## src/rtl/chmap_ram.sv

```systemverilog
`default_nettype none
module chmap_ram #(
    parameter int WIDTH = 8,
    parameter int DEPTH = 16
) (
    input  wire logic                     aclk,
    input  wire logic                     we,
    input  wire logic [$clog2(DEPTH)-1:0] waddr,
    input  wire logic [WIDTH-1:0]         wdata,
    input  wire logic [$clog2(DEPTH)-1:0] raddr,
    output logic      [WIDTH-1:0]         rdata
);
    logic [WIDTH-1:0] mem [DEPTH];

    always_ff @(posedge aclk) begin
        if (we) begin
            mem[waddr] <= wdata;
        end
        rdata <= mem[raddr];
    end
endmodule
`default_nettype wire
```

## config.mk

```make
export PLATFORM = sky130hd
export DESIGN_NAME = chmap_ram
export DESIGN_NICKNAME = d
export VERILOG_FILES = /design/src/rtl/chmap_ram.sv
export SDC_FILE = /design/constraint.sdc
export NUM_CORES = 1
export LEC_CHECK = 0
export ABC_AREA = 1
export ABC_CLOCK_PERIOD_IN_PS = 1350
export BUFFER_PORTS_ARGS = -buffer_cell sky130_fd_sc_hd__buf_2
export CAP_MARGIN = 20
export CORE_ASPECT_RATIO = 1.75
export CORE_MARGIN = 2
export CORE_UTILIZATION = 50
export CTS_CLUSTER_DIAMETER = 40
export DETAILED_ROUTE_END_ITERATION = 8
export MAX_ROUTING_LAYER = met4
export PLACE_DENSITY = 0.65
export SYNTH_ARGS = -nofsm -noshare
export SYNTH_HDL_FRONTEND = slang
export SYNTH_SLANG_ARGS = --single-unit
export TNS_END_PERCENT = 1
```

## constraint.sdc

```tcl
create_clock -name aclk -period 1.35 [get_ports aclk]
set_input_delay 0 -clock aclk [delete_from_list [all_inputs] [get_ports aclk]]
set_output_delay 0 -clock aclk [all_outputs]
set_load 0.01 [all_outputs]
```

# ---- Yosys cells after proc, flatten, opt, wreduce, memory -nomap -nowiden
# Memory sizes are Yosys's and may differ from the RTL's. A register that Yosys moved wholly into a read port is not among the register bits.
# Index checks and enable logic that the tools add are counted.
dict set report classes {
  n_mux 2
}
# op n
set op_table {}
lappend op_table {{$mux 1} 2}
dict set report totals {
  in_bits 18
  regBits 0
  ramBits 128
  mem_count 1
}
# name depth word_bits rd rd_ports_with_merged_regs wr line_no
set mem_list {}
lappend mem_list {mem 16 8 1 1 1 13} ;# logic [WIDTH-1:0] mem [DEPTH];

# ---- Longest topological paths before layout
dict set report depth {
  ltp_word 2
  mapped_depth 8
}

# ---- Worst setup path before layout
# No wires, ideal clock.
dict set report synth_path {
  kind {in2reg}
  startpoint {input waddr[2]}
  endpoint {memory mem[10][0] (enable)}
  t_required_ns 0.980
  stages 2
  setup_slack_ns 0.399
  n_path_buf 0
  setup_ns 0.370
  arrival_time_ns 0.581
  cell_sequence {nand3b_1 nor2_1}
}
# item line_no
set synth_rtl {}
lappend synth_rtl {{from (decl)} 8} ;# input wire logic [$clog2(DEPTH)-1:0] waddr,
lappend synth_rtl {{to (decl)} 13}
# Straight into the memory's write port.

==> reports/metrics.csv <==
metric,value,unit
Nets,614,
slowest cell on the critical path,edfxtp_1,
Ys Warns,0,
top fanout value on the critical path,1,
Clock power frac,46.7,%
Post-DRT Antenna Nets,0,
Slew HR,65.8,%
Starting Density,51.6,%
max incr delay on CP,0.37,ns
Hold Fails Final Rpt,0,
crit path launch type,flip-flop,
ys flop type,edfxtp_1,
Clock Path Buffers,2,
Synth top area share,66.7,%
Placer Congestion,0.862,
CP Data Required Time,1.65,ns
Die Wd,85.2,um
total internal power,7.97,mW
largest net degree at the start of global routing,65,
min cycle time layout,1.06,ns
H-tree levels,4,
Flop pwr share,47.3,%
first-pass GRT wire length,20400,um
RSZ-0062 raised after global routing,false,
most frequent cell after synthesis,nand2_1,
DR WL/cell,17.5,um
CTS tree,built,
Synth area leaders,"edfxtp_1, nand2_1, nand3_1, inv_1, dfxtp_1",
IO Pins,26,
"Top cell by count, worst path",nand3_1,
vias,3836,
P_leak,2.95,nW
"Area growth, synth to finish",16.9,%
Port Buffers,25,
largest delay contributor family on the critical path,simple AND/OR/NAND/NOR gates,
Filler Cells Inserted,912,
period utilization,78.4,%
Skew-Pair Late Insertion Delay,0.41,ns
"Seq/Total Area, Yosys",69.4,%
WHS,0.0189,ns
Clock transition at path regs,0.05,ns
CTS Sinks,136,
register area,4000,um2
Multi-input gate area,1210,um2
# diodes,0,
Num CTS Buffers,17,
antenna violations before repair,0,
Peak supply drop,0.00117,V
"Arr. time, crit path",1.36,ns
Worst Slack Setup Final,0.292,ns
Die H,146,um
CP Buf/Inv Count,1,
status,"finished, final reports clean",
CTS resizes,0,
die area,12400,um2
Yosys cell types,12,
net switching power,2.08,mW
Crit Path Class,reg2reg,
maxcap violations,0,
DRT Wirelength,13000,um
Place WS,0.231,ns
crit end category,flip-flop,
Std-Cell Rows,51,
Starting DRT DRC Count,251,
Yosys reg bits,136,
switching share of total power,20.7,%
layout cell share with drive strength beyond 1,12.8,%
cell area after synthesis,5770,um2
DR pass1 iterations,8,
clk root buf,clkbuf_16,
cells along the critical path,inv_1 > nand2_1 > nand3_1 > nand3_1 > nand3_1 > nand2_1,
Detail Placement HPWL,8500,um
setup TNS,0,ns
"EDFF count, synth",128,
Worst-Margin Slew,0.513,ns
Mapped Nets,569,
Core Footprint,11200,um2
GR Util All Layers,23.2,%
combinational power share,6.0,%
worst hold path type,in2reg,
achievable clock frequency,945,MHz
post-synth top area cell,edfxtp_1,
total power,10.1,mW
routed vias/inst,5.18,
clock skew,0.00697,ns
Slew Limit Fails,0,
pwr dens,1490,nW/um2
Mapped Cells,551,
top post-synthesis cells by count,"nand2_1, edfxtp_1, inv_1, nand3_1, nor2_1",
Mapped Avg Cell Area,10.5,um2
vias in the first global route,3855,
DRC violation count after routing,0,
asr flop ratio synth,0,%
final setup violating endpoints,0,
Congestion Overflow GR,0,
[final cells by class]
cell class | instances | share of cell area (%)
Timing Repair Buffer | 50 | 5.42
Tap cell | 132 | 2.45
Inverter | 102 | 5.68
Sequential cell | 136 | 59.4
Clock buffer | 18 | 6.37
Clock inverter | 13 | 2.67
Multi-Input combinational cell | 289 | 18.0
[per-layer routing]
| metal | vias up | part of all wire (%) | routed length [um] | track usage [%] |
|---|---|---|---|---|
| met5 | - | 0 | 0 | - |
| met2 | 139 | 54 | 6950 | 39.6 |
| li1 | 1861 | - | - | - |
| met1 | 1798 | 37 | 4740 | 24.8 |
| met4 | 0 | 4.7 | 607 | 12.3 |
| met3 | 38 | 5.2 | 673 | 4.97 |
[sequential cells by signal, indices dropped and copies added (netlist names)]
register	flops
mem	128
rdata	8
[power groups by stage]
stage | registers (mW) | clock network (mW) | logic, mW
floorplan | 4.84 | 0 | 0.333
global placement | 4.84 | 0 | 0.595
detailed placement | 4.84 | 0 | 0.605
CTS | 4.75 | 4.76 | 0.612
global route | 4.76 | 4.93 | 0.674
finish | 4.75 | 4.70 | 0.605
[per-stage QoR]
stage                     util, %  instances  cell area, um2
after floorplan                 -        551            5770
after global placement       54.8        708            6120
after detailed placement     54.8        708            6120
after CTS                    60.4        740            6740
after global routing         60.4        740            6740
final                        60.4        740            6740
[placed cells by master (no fill, tap or decap), types with 4 or more instances in the layout]
master     instances
buf_2             25
buf_4             20
nor2_1            17
nand3_1           97
nand2_1          173
bufinv_16          4
buf_12             4
clkbuf_16         17
edfxtp_1         128
dfxtp_1            8
inv_1            100
[cells by family after synthesis]
kind of cell           Yosys count  synth area share (%)
AND/OR/NAND/NOR                289                  21.0
buffers and inverters          126                  9.52
flip-flops                     136                  69.4
[what timing repair did]
action,CTS,global route
hold buffers,1,0
setup endpoints to repair,0,0
buffers inserted,0,0
endpoints found under the hold margin,7,0
[final timing paths]
kind / startpoint / endpoint / slack (ns) / cells past startpoint
setup / recovery: mem[12][6] / rdata[6] / 0.29 / 6
hold / removal: wdata[3] / mem[3][3] / 0.02 / 1
setup reg to reg: mem[12][6] / rdata[6] / 0.29 / 6
hold reg to reg: mem[14][4] / rdata[4] / 0.66 / 6
(Power assumes the default switching activity.)
